--- src/hw/rtl/afe_pkg.sv ---
// Package for the API frame encoder: frame constants, the item and beat
// structs passed between modules, and the header byte lookup.
// No dependencies.
`timescale 1ns / 1ps

package afe_pkg;

   // Input command codes (carried in req_tuser)
   localparam logic CMD_START   = 1'b0;
   localparam logic CMD_PAYLOAD = 1'b1;

   // Frame kinds
   localparam logic KIND_TX_REQ   = 1'b0;
   localparam logic KIND_BT_RELAY = 1'b1;

   // Payload length limit; start lengths above it are clipped
   localparam logic [7:0] PAYLOAD_MAX = 8'd255;

   // Frame byte constants
   localparam logic [7:0] START_DELIM   = 8'h7E;
   localparam logic [7:0] TYPE_TX_REQ   = 8'h10;
   localparam logic [7:0] TYPE_BT_RELAY = 8'h2D;
   localparam logic [7:0] ADDR16_HI     = 8'hFF;
   localparam logic [7:0] ADDR16_LO     = 8'hFE;
   localparam logic [7:0] IFACE_BT      = 8'h01;
   localparam logic [7:0] BYTE_ZERO     = 8'h00;
   localparam logic [7:0] CHK_BASE      = 8'hFF;

   // Length field overhead per kind
   localparam logic [15:0] LEN_OVH_TX = 16'd14;
   localparam logic [15:0] LEN_OVH_BT = 16'd3;

   // Checksummed header bytes, summed mod 256 per kind
   localparam logic [7:0] HSUM_TX = 8'(TYPE_TX_REQ + ADDR16_HI + ADDR16_LO);
   localparam logic [7:0] HSUM_BT = 8'(TYPE_BT_RELAY + IFACE_BT);

   // Header sizes in bytes
   localparam logic [4:0] HDR_BYTES_TX = 5'd17;
   localparam logic [4:0] HDR_BYTES_BT = 5'd6;

   // One accepted item, ready for byte emission
   typedef struct packed {
      logic        cmd;
      logic        kind;
      logic [15:0] len;
      logic [7:0]  data;
      logic        chk_en;
      logic [7:0]  chk_val;
   } item_type;

   // One result beat
   typedef struct packed {
      logic [7:0] out_byte;
      logic       run_last;
      logic       frame_done;
   } beat_type;

   // Header byte at position idx for the given kind and length field
   function automatic logic [7:0] hdr_byte(input logic kind, input logic [15:0] len,
                                           input logic [4:0] idx);
      logic [7:0] b;
      b = BYTE_ZERO;
      if (kind == KIND_TX_REQ) begin
         case (idx)
            5'd0:    b = START_DELIM;
            5'd1:    b = len[15:8];
            5'd2:    b = len[7:0];
            5'd3:    b = TYPE_TX_REQ;
            5'd13:   b = ADDR16_HI;
            5'd14:   b = ADDR16_LO;
            default: b = BYTE_ZERO;
         endcase
      end else begin
         case (idx)
            5'd0:    b = START_DELIM;
            5'd1:    b = len[15:8];
            5'd2:    b = len[7:0];
            5'd3:    b = TYPE_BT_RELAY;
            5'd5:    b = IFACE_BT;
            default: b = BYTE_ZERO;
         endcase
      end
      return b;
   endfunction

endpackage

--- src/hw/rtl/afe_frame_state.sv ---
// Frame state of the API frame encoder: running sum, bytes left and open flag,
// updated per accepted transaction; builds the item descriptor.
// Depends on afe_pkg.
`timescale 1ns / 1ps

module afe_frame_state (
   input  logic              clock,
   input  logic              reset,
   input  logic              accept,
   input  logic              cmd,
   input  logic              frame_kind,
   input  logic [7:0]        payload_length,
   input  logic [7:0]        data_byte,
   output logic              item_keep,
   output afe_pkg::item_type item
);
   import afe_pkg::*;

   logic [7:0] running_sum_ff, running_sum_in;
   logic [7:0] bytes_left_ff, bytes_left_in;
   logic       frame_open_ff, frame_open_in;

   logic [7:0] plen_sat;
   logic [7:0] hsum;
   logic [7:0] sum_next;
   logic [7:0] left_next;

   // Clip the announced length and pick the header sum
   assign plen_sat  = (payload_length > PAYLOAD_MAX) ? PAYLOAD_MAX : payload_length;
   assign hsum      = (frame_kind == KIND_TX_REQ) ? HSUM_TX : HSUM_BT;
   assign sum_next  = 8'(running_sum_ff + data_byte);
   assign left_next = 8'(bytes_left_ff - 8'd1);

   // Build the descriptor and the next state
   always_comb begin
      running_sum_in = running_sum_ff;
      bytes_left_in  = bytes_left_ff;
      frame_open_in  = frame_open_ff;
      item.cmd       = cmd;
      item.kind      = frame_kind;
      item.len       = (frame_kind == KIND_TX_REQ) ? (16'(plen_sat) + LEN_OVH_TX)
                                                   : (16'(plen_sat) + LEN_OVH_BT);
      item.data      = data_byte;
      item.chk_en    = 1'b0;
      item.chk_val   = 8'(CHK_BASE - hsum);
      item_keep      = 1'b0;
      if (cmd == CMD_START) begin
         item_keep   = 1'b1;
         item.chk_en = (plen_sat == 8'd0);
         if (accept) begin
            running_sum_in = hsum;
            bytes_left_in  = plen_sat;
            frame_open_in  = (plen_sat != 8'd0);
         end
      end else if (frame_open_ff) begin
         item_keep    = 1'b1;
         item.chk_en  = (left_next == 8'd0);
         item.chk_val = 8'(CHK_BASE - sum_next);
         if (accept) begin
            running_sum_in = sum_next;
            bytes_left_in  = left_next;
            frame_open_in  = (left_next != 8'd0);
         end
      end
   end

   // Hold the frame state
   always_ff @(posedge clock) begin
      if (reset) begin
         running_sum_ff <= 8'd0;
         bytes_left_ff  <= 8'd0;
         frame_open_ff  <= 1'b0;
      end else begin
         running_sum_ff <= running_sum_in;
         bytes_left_ff  <= bytes_left_in;
         frame_open_ff  <= frame_open_in;
      end
   end

   // An open frame always has payload bytes outstanding
   a_open_has_left: assert property (@(posedge clock) disable iff (reset)
      frame_open_ff |-> (bytes_left_ff != 8'd0))
      else $error("frame open with no bytes left");

endmodule

--- src/hw/rtl/afe_byte_seq.sv ---
// Byte sequencer of the API frame encoder: holds the current item and steps
// through its header, payload and checksum bytes, one per cycle while out_ready
// is high. Depends on afe_pkg.
`timescale 1ns / 1ps

module afe_byte_seq (
   input  logic              clock,
   input  logic              reset,
   input  logic              load,
   input  afe_pkg::item_type item,
   input  logic              out_ready,
   output logic              load_ready,
   output logic              emit,
   output afe_pkg::beat_type beat
);
   import afe_pkg::*;

   item_type   cur_ff, cur_in;
   logic       cur_valid_ff, cur_valid_in;
   logic [4:0] idx_ff, idx_in;

   logic [4:0] body_bytes;
   logic [4:0] total_bytes;
   logic       last_byte;
   logic       done;

   // Count the bytes this item produces
   always_comb begin
      if (cur_ff.cmd == CMD_START) begin
         body_bytes = (cur_ff.kind == KIND_TX_REQ) ? HDR_BYTES_TX : HDR_BYTES_BT;
      end else begin
         body_bytes = 5'd1;
      end
      total_bytes = body_bytes + 5'(cur_ff.chk_en);
   end

   assign last_byte  = (idx_ff == 5'(total_bytes - 5'd1));
   assign emit       = cur_valid_ff && out_ready;
   assign done       = emit && last_byte;
   assign load_ready = !cur_valid_ff || done;

   // Select the byte at the current position
   always_comb begin
      beat.run_last   = last_byte;
      beat.frame_done = (idx_ff >= body_bytes);
      if (idx_ff >= body_bytes) begin
         beat.out_byte = cur_ff.chk_val;
      end else if (cur_ff.cmd == CMD_START) begin
         beat.out_byte = hdr_byte(cur_ff.kind, cur_ff.len, idx_ff);
      end else begin
         beat.out_byte = cur_ff.data;
      end
   end

   // Advance position, load the next item
   always_comb begin
      cur_in       = cur_ff;
      cur_valid_in = cur_valid_ff;
      idx_in       = idx_ff;
      if (load) begin
         cur_in       = item;
         cur_valid_in = 1'b1;
         idx_in       = 5'd0;
      end else if (done) begin
         cur_valid_in = 1'b0;
         idx_in       = 5'd0;
      end else if (emit) begin
         idx_in = 5'(idx_ff + 5'd1);
      end
   end

   always_ff @(posedge clock) begin
      if (reset) begin
         cur_valid_ff <= 1'b0;
         idx_ff       <= 5'd0;
      end else begin
         cur_valid_ff <= cur_valid_in;
         idx_ff       <= idx_in;
      end
      cur_ff <= cur_in;
   end

   // Position stays within the item
   a_idx_range: assert property (@(posedge clock) disable iff (reset)
      cur_valid_ff |-> (idx_ff < total_bytes))
      else $error("byte position beyond item");

   // Loads happen only when the slot frees up
   a_load_slot: assert property (@(posedge clock) disable iff (reset)
      load |-> load_ready)
      else $error("item loaded over a busy slot");

   // Finishing an item without a new load empties the slot
   a_done_clears: assert property (@(posedge clock) disable iff (reset)
      (done && !load) |=> !cur_valid_ff)
      else $error("slot still busy after last byte");

endmodule

--- src/hw/rtl/afe_out_reg.sv ---
// Result register of the API frame encoder: holds one beat until the
// downstream side takes it. Depends on afe_pkg.
`timescale 1ns / 1ps

module afe_out_reg (
   input  logic              clock,
   input  logic              reset,
   input  logic              emit,
   input  afe_pkg::beat_type beat,
   output logic              out_ready,
   output logic              rsp_tvalid,
   input  logic              rsp_tready,
   output logic [7:0]        rsp_tdata,
   output logic              rsp_tlast,
   output logic              rsp_tuser
);
   import afe_pkg::*;

   logic     valid_ff, valid_in;
   beat_type beat_ff, beat_in;

   assign out_ready = !valid_ff || rsp_tready;

   // Load a new beat or drop the taken one
   always_comb begin
      beat_in  = beat_ff;
      valid_in = valid_ff;
      if (emit) begin
         beat_in  = beat;
         valid_in = 1'b1;
      end else if (rsp_tready) begin
         valid_in = 1'b0;
      end
   end

   always_ff @(posedge clock) begin
      if (reset) begin
         valid_ff <= 1'b0;
      end else begin
         valid_ff <= valid_in;
      end
      beat_ff <= beat_in;
   end

   assign rsp_tvalid = valid_ff;
   assign rsp_tdata  = beat_ff.out_byte;
   assign rsp_tlast  = beat_ff.run_last;
   assign rsp_tuser  = beat_ff.frame_done;

endmodule

--- src/hw/rtl/api_frame_encoder.sv ---
// API frame encoder top level. Depends on afe_pkg, afe_frame_state,
// afe_byte_seq and afe_out_reg.
`timescale 1ns / 1ps

// Wraps a payload into radio-module API frames on a byte stream. A start
// transaction (req_tuser = 0) emits the frame header: 17 bytes for a transmit
// request, 6 for a data relay, plus the checksum at once when the payload
// length is zero. Each payload transaction (req_tuser = 1) emits its byte, and
// the last announced byte is followed by the checksum. rsp_tlast marks the
// final byte caused by one input transaction; rsp_tuser marks the checksum.
// Payload bytes outside a frame are dropped; a start abandons an open frame.
// The output runs at one byte per cycle while rsp_tready stays high, set by
// the single result register. A new transaction is taken in the cycle the
// previous one emits its last byte.
module api_frame_encoder (
   input  logic        clock,
   input  logic        reset,
   input  logic        req_tvalid,
   output logic        req_tready,
   input  logic [23:0] req_tdata,  // [0] frame_kind, [8:1] payload_length,
                                   // [16:9] data_byte, [23:17] zero
   input  logic        req_tuser,  // [0] cmd
   output logic        rsp_tvalid,
   input  logic        rsp_tready,
   output logic [7:0]  rsp_tdata,  // [7:0] out_byte
   output logic        rsp_tlast,  // run_last
   output logic        rsp_tuser   // [0] frame_done
);
   import afe_pkg::*;

   logic     accept;
   logic     item_keep;
   item_type item;
   logic     load_ready;
   logic     out_ready;
   logic     emit;
   beat_type beat;

   assign req_tready = load_ready;
   assign accept     = req_tvalid && load_ready;

   // Frame state and item descriptor
   afe_frame_state u_state (
      .clock          (clock),
      .reset          (reset),
      .accept         (accept),
      .cmd            (req_tuser),
      .frame_kind     (req_tdata[0]),
      .payload_length (req_tdata[8:1]),
      .data_byte      (req_tdata[16:9]),
      .item_keep      (item_keep),
      .item           (item)
   );

   // Byte sequencer
   afe_byte_seq u_seq (
      .clock      (clock),
      .reset      (reset),
      .load       (accept && item_keep),
      .item       (item),
      .out_ready  (out_ready),
      .load_ready (load_ready),
      .emit       (emit),
      .beat       (beat)
   );

   // Result register
   afe_out_reg u_out (
      .clock      (clock),
      .reset      (reset),
      .emit       (emit),
      .beat       (beat),
      .out_ready  (out_ready),
      .rsp_tvalid (rsp_tvalid),
      .rsp_tready (rsp_tready),
      .rsp_tdata  (rsp_tdata),
      .rsp_tlast  (rsp_tlast),
      .rsp_tuser  (rsp_tuser)
   );

endmodule
--- config.mk ---
export PLATFORM = sky130hd
export DESIGN_NAME = api_frame_encoder
export DESIGN_NICKNAME = d
export VERILOG_FILES = /design/src/hw/rtl/afe_pkg.sv /design/src/hw/rtl/afe_frame_state.sv /design/src/hw/rtl/afe_byte_seq.sv /design/src/hw/rtl/afe_out_reg.sv /design/src/hw/rtl/api_frame_encoder.sv
export SDC_FILE = /design/constraint.sdc
export NUM_CORES = 1
export LEC_CHECK = 0
export ABC_AREA = 1
export ABC_CLOCK_PERIOD_IN_PS = 6000
export BUFFER_PORTS_ARGS = -buffer_cell sky130_fd_sc_hd__buf_2
export CAP_MARGIN = 5
export CORE_MARGIN = 4
export CORE_UTILIZATION = 59
export CTS_CLUSTER_SIZE = 25
export DETAILED_ROUTE_END_ITERATION = 12
export HOLD_SLACK_MARGIN = 0.08
export PLACE_DENSITY = 0.88
export SYNTH_ARGS = -nofsm -noshare
export SYNTH_HDL_FRONTEND = slang
export SYNTH_SLANG_ARGS = --single-unit
--- constraint.sdc ---
create_clock -name clock -period 6 [get_ports clock]
set_clock_uncertainty 0.05 [all_clocks]
set_input_delay 1.2 -clock clock [delete_from_list [all_inputs] [get_ports clock]]
set_output_delay 1.2 -clock clock [all_outputs]
set_load 0.02 [all_outputs]
* Word-level counts from Yosys, hierarchy flattened
Index checks and enable logic that the tools add are counted.
Storage, ports and cells: bits in registers 69, bits in latches 0, bits in writable memories 0, bits in read-only memories 0, input bits 29, output and inout port bits 12, logic and storage cells 84, memories kept 0
Operators by class: add/sub/neg operators 9, $mul 0, divide/modulo/power cells 0, magnitude comparators 2, equal/unequal tests 9, shifts and indexed selects 0, multiplexer cells 31, bitwise gates (word level) 0, reduce and logical (&&, ||, !) cells 18
Operators by type and width (number):
- $mux 8 | 13
- $pmux 8 s6 | 1
- $pmux 8 s5 | 1
- $logic_not 8->1 | 2
- $mux 16 | 1
- $reduce_bool 8->1 | 2
- $sub 8x8->8 const A | 2
- $mux 1 | 11
- $eq 5x2->1 const B | 2
- $eq 5x4->1 const B | 2
- $mux 5 | 2
- $add 8x2->9 const B | 1
- $add 8x4->9 const B | 1
- $mux 9 | 1
- $add 8x8->8 | 1
- $gt 8x8->1 const B | 1
- $sub 8x1->8 const B | 1
- $mux 6 | 1
- $reduce_bool 2->1 | 3
- $add 5x1->5 | 1
- $add 5x1->5 const B | 1
- $eq 5x1->1 const B | 1
- $eq 5x3->1 const B | 1
- $eq 5x5->1 | 1
- 10 further kinds | 15

* Logic depth before layout (Yosys ltp)
Gate-level depths: netlist of the first run.
depth in word-level cells 11, gate-level depth with buffers 19, depth with buffers taken out 18

* Modules after synthesis
From an unflattened synthesis of the first run, not the netlist that was laid out.
Unflattened totals: cell total of the unflattened synthesis 534, area total of the unflattened synthesis 4371.7 um^2
By module, submodules not included:
- afe_byte_seq | instances 1, cells each 259, area each 2297.2 um^2, seq. area each 1171.1 um^2
- afe_frame_state | instances 1, cells each 256, area each 1714.1 um^2, seq. area each 340.3 um^2
- afe_out_reg | instances 1, cells each 15, area each 342.8 um^2, seq. area each 320.3 um^2
- api_frame_encoder | instances 1, cells each 4, area each 17.5 um^2, seq. area each 0.0 um^2

* Least setup slack after synthesis of the first run
OpenSTA, ideal clock, no wires.
kind input -> output, start in rsp_tready, end out req_tready, arrival time 1945 ps, data required time 4750 ps, path slack 2805 ps, stages 6, path buffers 0, cells stage by stage inv_1 > nand2_1 > nand2_1 > inv_1 > nand2_2 > nand2_4
On the way: cells in the longest elaborated chain, start to end 4
Ends and longest elaborated chain:
- start, declared | RTL line api_frame_encoder.sv:24 | input logic rsp_tready,
- $logic_or 1x1->1 | RTL line afe_out_reg.sv:22 | assign out_ready = !valid_ff || rsp_tready;
- $logic_and 1x1->1 | RTL line afe_byte_seq.sv:38 | assign emit = cur_valid_ff && out_ready;
- net emit | RTL line api_frame_encoder.sv:36 | logic emit;
- $logic_and 1x1->1 | RTL line afe_byte_seq.sv:39 | assign done = emit && last_byte;
- $logic_or 1x1->1 | RTL line afe_byte_seq.sv:40 | assign load_ready = !cur_valid_ff || done;
- end, declared | RTL line api_frame_encoder.sv:19 | output logic req_tready,
The timed path passes the listed nets, and every way through them passes these cells.

==> results of run 1 <==
==> final timing paths <==
kind / slack, ns / endpoint / cells past startpoint
worst max register to register: 2.88 / u_seq.cur_ff[18] / 13
worst max-delay path: 2.25 / req_tready / 12
worst min register to register: 0.41 / u_state.running_sum_ff[6] / 2
worst min-delay path: 0.41 / u_state.running_sum_ff[6] / 2
==> through the flow <==
| stage | area, µm² | instances |
|---|---|---|
| after detailed placement | 3940 | 561 |
| after CTS | 4110 | 577 |
| after global routing | 4110 | 577 |
| after global placement | 3940 | 561 |
| after floorplan | 3730 | 462 |
| final | 4110 | 577 |
==> logic make-up (layout without fill, tap and decap cells) <==
logic type      after synthesis  after routing  synth area share
simple gates                230            230             0.271
buf+inv                      66            106            0.0737
flops                        62             62             0.434
compound gates               61             61            0.0939
fa+ha+maj                    24             24            0.0825
xor+xnor                     18             18            0.0422
mux                           1              1           0.00268
==> layout by cell type, fill, tap and decap left out, drive strengths merged, types with 2 or more instances in the layout <==
| master | n |
|---|---|
| inv | 58 |
| nor2 | 43 |
| xor2 | 15 |
| clkbuf | 9 |
| edfxtp | 38 |
| a31oi | 5 |
| nand2 | 143 |
| nor3 | 5 |
| dfxtp | 24 |
| a21oi | 27 |
| nand4 | 5 |
| o211ai | 2 |
| ha | 23 |
| nand3 | 30 |
| xnor2 | 3 |
| clkinv | 5 |
| buf | 33 |
| o21ai | 26 |
==> power by group <==
group	switching, mW	total (mW)	internal [mW]	leakage (nW)
sequential	0.0179	0.510	0.492	0.549
clock	0.174	0.324	0.150	0.0874
combinational	0.156	0.236	0.0795	1.25
==> final cells by class <==
cell class / instances / area, µm²
fill: 462 / 1920
clock inverter: 7 / 47.5
sequential: 62 / 1620
clock buffer: 9 / 124
timing repair buffer: 33 / 165
inverter: 57 / 220
multi-input combinational: 334 / 1840
tap: 75 / 93.8
==> sequential cells by signal, summed over array words and instances (netlist names) <==
register / count
u_seq.cur_valid_ff: 1
u_state.bytes_left_ff: 8
u_seq.idx_ff: 5
u_seq.cur_ff: 28
u_state.frame_open_ff: 1
u_out.rsp_tvalid: 1
u_out.rsp_tuser: 1
u_out.rsp_tlast: 1
u_out.rsp_tdata: 8
u_state.running_sum_ff: 8
==> per-layer routing <==
| layer | GRT usage | part of all wire | up-vias |
|---|---|---|---|
| met5 | 0 | 0 | - |
| met4 | 0.121 | 0.031 | 0 |
| met3 | 0.0395 | 0.060 | 24 |
| met2 | 0.391 | 0.50 | 118 |
| met1 | 0.284 | 0.41 | 1442 |
| li1 | - | - | 1579 |
==> worst max-delay path: cells and delay by family, from the launching register on <==
family,cells,cell delay (ns)
simple gates,8,0.81
flops,1,0.60
buf+inv,3,0.40
fa+ha+maj,1,0.34
==> results.sh, run 1 <==
export IMPL_synth_top_area_frac=0.306
export IMPL_critPathMaxFanout=10
export IMPL_synth_edff_count=38
export IMPL_finalSetupViolations=0
export IMPL_crit_chain="inv_6 > nand2_2 > ha_1 > inv_1 > nand2_1 > nand2_1 > nor2_1 > nand3_2 > nor2_4 > nand2_2 > nand2_4 > buf_2"
export IMPL_rsz0062_at_grt="no"
export IMPL_utilization=0.682
export IMPL_finalHoldViolations=0
export IMPL_die_area_mm2=0.00766
export IMPL_cts_sinks=62
export IMPL_io_buffers=33
export IMPL_slew_headroom=0.385
export IMPL_tightest_slew_ns=0.922
export IMPL_hold_ws_ns=0.413
export IMPL_p_leak_nw=1.89
export IMPL_timing_final_crit_share=0.625
export IMPL_drtPass1Iterations=5
export IMPL_die_w_um=87.5
export IMPL_crit_required_ns=4.75
export IMPL_cp_arrival_ns=2.50
export IMPL_post_cts_resized=0
export IMPL_maxCapViolations=0
export IMPL_synth_nets=515
export IMPL_place_ws_ns=2.36
export IMPL_hold_path_class="reg2reg"
export IMPL_syn_area_per_cell_um2=8.08
export IMPL_period_minus_slack_ns=3.75
export IMPL_worstSetupStartpoint="u_seq.cur_ff[34]"
export IMPL_diodes=0
export IMPL_cp_end_kind="output pin"
export IMPL_fin_ws_ns=2.25
export IMPL_syn_inst=462
export IMPL_syn2layout_area_growth_pct=10.1
export IMPL_synth_common_cells="128 x nand2_1, 53 x inv_1, 42 x nor2_1"
export IMPL_num_vias=3163
export IMPL_cts_htree_levels=3
export IMPL_synth_most_common_cell="nand2_1"
export IMPL_cts_tree="yes"
export IMPL_power_density_mw_per_mm2=260
export IMPL_status="finished, final reports clean"
export IMPL_drc=0
export IMPL_finalWirelength_um=8080
export IMPL_grt_pass1_vias=3035
export IMPL_path_clk_slew_ns=0.07
export IMPL_vdd_drop_max_mv=0.207
export IMPL_start_kind="flop"
export IMPL_finalSetupTns_ns=0
export IMPL_synth_cell_types=38
export IMPL_routabilityCongestion=0.963
export IMPL_overflow=0
export IMPL_nets=550
export IMPL_hold_buffers=0
export IMPL_cts_setup_buffers=0
export IMPL_finalPower_mw=1.07
export IMPL_fmax_mhz=267
export IMPL_crit_type="reg2out"
export IMPL_synth_largest_area_cell="edfxtp_1"
export IMPL_slew_violations=0
export IMPL_hold_path_startpoint="u_state.running_sum_ff[6]"
export IMPL_synthTopCellsByArea="edfxtp_1 31%, dfxtp_1 13%, nand2_1 13%"
export IMPL_cts_buffers_inserted=9
export IMPL_vias_per_cell=5.48
export IMPL_synth_async_reset_ratio=0
export IMPL_initial_core_util=0.619
export IMPL_antenna_found_initial=0
export IMPL_grt_total_usage=0.232
export IMPL_cts_root_buffer="clkbuf_8"
export IMPL_slowest_delay_ns=0.60
export IMPL_dpl_hpwl_um=5940
export IMPL_drtAntennaViolNets=0
export IMPL_drive_above_1_share=0.159
export IMPL_yosys_warnings=0
export IMPL_ios=41
export IMPL_coreArea_mm2=0.00603
export IMPL_ys_ff_latch=62
export IMPL_clkLatencyLatePin_ns=0.34
export IMPL_num_rows=28
export IMPL_drt_iter0_markers=227
export IMPL_yosysSeqAreaShare=0.434
export IMPL_dieHeight_um=87.5
export IMPL_grt_pass1_wl_um=13800
export IMPL_cts_buffer_depth=2
export IMPL_cp_slowest_cell="edfxtp_1"
export IMPL_reg2reg_from="u_seq.cur_ff[34]"
export IMPL_grt_max_degree=39
export IMPL_ys_flop_type="edfxtp_1"
export IMPL_wl_per_cell_um=14.0
export IMPL_synth_area_mm2=0.00373
(Power assumes the default switching activity.)
==> run 2: changes to the inputs <==
--- a/config.mk
+++ b/config.mk
@@ -6,15 +6,15 @@
 export NUM_CORES = 1
 export LEC_CHECK = 0
 export ABC_AREA = 1
-export ABC_CLOCK_PERIOD_IN_PS = 6000
+export ABC_CLOCK_PERIOD_IN_PS = 3300
 export BUFFER_PORTS_ARGS = -buffer_cell sky130_fd_sc_hd__buf_2
 export CAP_MARGIN = 5
 export CORE_MARGIN = 4
-export CORE_UTILIZATION = 59
+export CORE_UTILIZATION = 53
 export CTS_CLUSTER_SIZE = 25
 export DETAILED_ROUTE_END_ITERATION = 12
 export HOLD_SLACK_MARGIN = 0.08
-export PLACE_DENSITY = 0.88
+export PLACE_DENSITY = 0.84
 export SYNTH_ARGS = -nofsm -noshare
 export SYNTH_HDL_FRONTEND = slang
 export SYNTH_SLANG_ARGS = --single-unit
==> constraint.sdc (replaced) <==
create_clock -name clock -period 3.3 [get_ports clock]
set_clock_uncertainty 0.05 [all_clocks]
set_input_delay 0.66 -clock clock [delete_from_list [all_inputs] [get_ports clock]]
set_output_delay 0.66 -clock clock [all_outputs]
set_load 0.02 [all_outputs]
==> run 2 against run 1 <==
Global-route usage shrank 2.3 points. Design area up 2.5%. Sequential power increased by 82%. Utilization decreased by 6.5 points. Final cell count increased by 4.2%. Wire length increased by 0.46%. Largest power group unchanged.
==> results.sh, run 2 (synthesis results as in run 1) <==
export IMPL_ios=41
export IMPL_grt_total_usage=0.209
export IMPL_start_kind="flop"
export IMPL_p_leak_nw=1.93
export IMPL_clkLatencyLatePin_ns=0.34
export IMPL_drtPass1Iterations=4
export IMPL_final_common_cell="nand2_1"
export IMPL_hold_path_class="reg2reg"
export IMPL_rsz0062_at_grt="no"
export IMPL_maxCapViolations=0
export IMPL_io_buffers=33
export IMPL_routabilityCongestion=0.960
export IMPL_crit_type="reg2out"
export IMPL_cts_htree_levels=3
export IMPL_die_area_mm2=0.00845
export IMPL_num_rows=30
export IMPL_cts_sinks=62
export IMPL_grt_max_degree=24
export IMPL_initial_core_util=0.546
export IMPL_drc=0
export IMPL_cts_root_buffer="clkbuf_8"
export IMPL_critPathMaxFanout=10
export IMPL_slew_headroom=0.444
export IMPL_finalSetupViolations=0
export IMPL_slew_violations=0
export IMPL_diodes=0
export IMPL_fillers=586
export IMPL_die_w_um=91.9
export IMPL_nets=553
export IMPL_period_minus_slack_ns=3.10
export IMPL_status="finished, final reports clean"
export IMPL_cp_arrival_ns=2.39
export IMPL_cts_tree="yes"
export IMPL_wl_per_cell_um=13.5
export IMPL_fmax_mhz=322
export IMPL_cts_setup_buffers=0
export IMPL_cts_buffer_depth=2
export IMPL_vdd_drop_max_mv=0.307
export IMPL_regMostFlops="u_seq.cur_ff"
export IMPL_reg2reg_depth=8
export IMPL_dpl_hpwl_um=6150
export IMPL_post_cts_resized=0
export IMPL_register_area_mm2=0.00162
export IMPL_antenna_found_initial=0
export IMPL_power_density_mw_per_mm2=502
export IMPL_timing_final_crit_share=0.940
export IMPL_multiInputGateArea_mm2=0.00184
export IMPL_drive_above_1_share=0.166
export IMPL_largest_reg_flops=28
export IMPL_vias_per_cell=5.28
export IMPL_crit_required_ns=2.59
export IMPL_cts_buffers_inserted=9
export IMPL_tightest_slew_ns=0.833
export IMPL_cp_end_kind="output pin"
export IMPL_path_clk_slew_ns=0.07
export IMPL_coreArea_mm2=0.00683
export IMPL_final_cell_mix="128 x nand2_1, 53 x inv_1, 42 x nor2_1"
export IMPL_drtAntennaViolNets=0
export IMPL_grt_pass1_wl_um=14100
export IMPL_grt_pass1_vias=3080
export IMPL_num_vias=3172
export IMPL_overflow=0
export IMPL_syn2layout_area_growth_pct=12.8
export IMPL_finalWirelength_um=8120
export IMPL_finalSetupTns_ns=0
export IMPL_holdPathStages=2
export IMPL_drt_iter0_markers=208
export IMPL_finalHoldViolations=0
export IMPL_dieHeight_um=91.9
export IMPL_hold_ws_ns=0.413
export IMPL_hold_buffers=0
[run 2: changes by cell type in the layout (fill, tap and decap cells not counted), sizes merged]
cell	before	now
inv	58	60
buf	33	36
bufinv	0	2
clkinv	5	1
[run 2: final timing paths]
path	start	to	slack [ns]
worst min register to register	u_state.running_sum_ff[0]	u_state.running_sum_ff[0]	0.41
worst max-delay path	u_seq.cur_ff[34]	req_tready	0.20
worst min-delay path	u_state.running_sum_ff[0]	u_state.running_sum_ff[0]	0.41
worst max register to register	u_seq.cur_ff[34]	u_out.rsp_tdata[5]	0.44
[run 2: routing by layer]
layer / GRT usage / up-vias / part of all wire
li1: - / 1596 / -
met1: 0.251 / 1469 / 0.41
met3: 0.0459 / 15 / 0.057
met2: 0.370 / 92 / 0.51
met5: 0 / - / 0
met4: 0.0644 / 0 / 0.020
[run 2: report_power, final]
group	switching (mW)	internal, mW	leakage [nW]
clock network	0.323	0.435	0.111
logic	0.283	0.148	1.27
registers	0.0316	0.894	0.549
total	0.638	1.48	1.93
[run 2: layout make-up]
cell class                      instances  share of cell area
Sequential cell                        62               0.385
Multi-Input combinational cell        334               0.436
Inverter                               57              0.0523
Clock buffer                            9              0.0294
Clock inverter                          7              0.0244
Tap cell                               96              0.0285
Timing Repair Buffer                   36              0.0446
[run 2: critical path, stage by stage (launching register included)]
cell and delay (ns):
edfxtp_1 0.58, inv_6 0.17, nand2_2 0.13, ha_1 0.33, inv_1 0.04, nand2_1 0.05, nand2_1 0.05, nor2_1 0.11
nand3_2 0.09, nor2_4 0.12, nand2_2 0.10, nand2_4 0.10, buf_2 0.17
[run 2: per-stage QoR]
stage / total power [mW] / worst slack [ns] / instance area (µm²) / std cells / utilization
5_1_grt: 2.23 / 0.0317 / 4210 / 601 / 0.616
6_report: 2.12 / 0.198 / 4210 / 601 / 0.616
2_1_floorplan: 1.26 / 0.945 / 3730 / 462 / -
4_1_cts: 2.13 / 0.188 / 4210 / 601 / 0.616
3_5_place_dp: 1.37 / 0.487 / 3990 / 585 / 0.583
3_3_place_gp: 1.35 / 0.531 / 3990 / 585 / 0.583
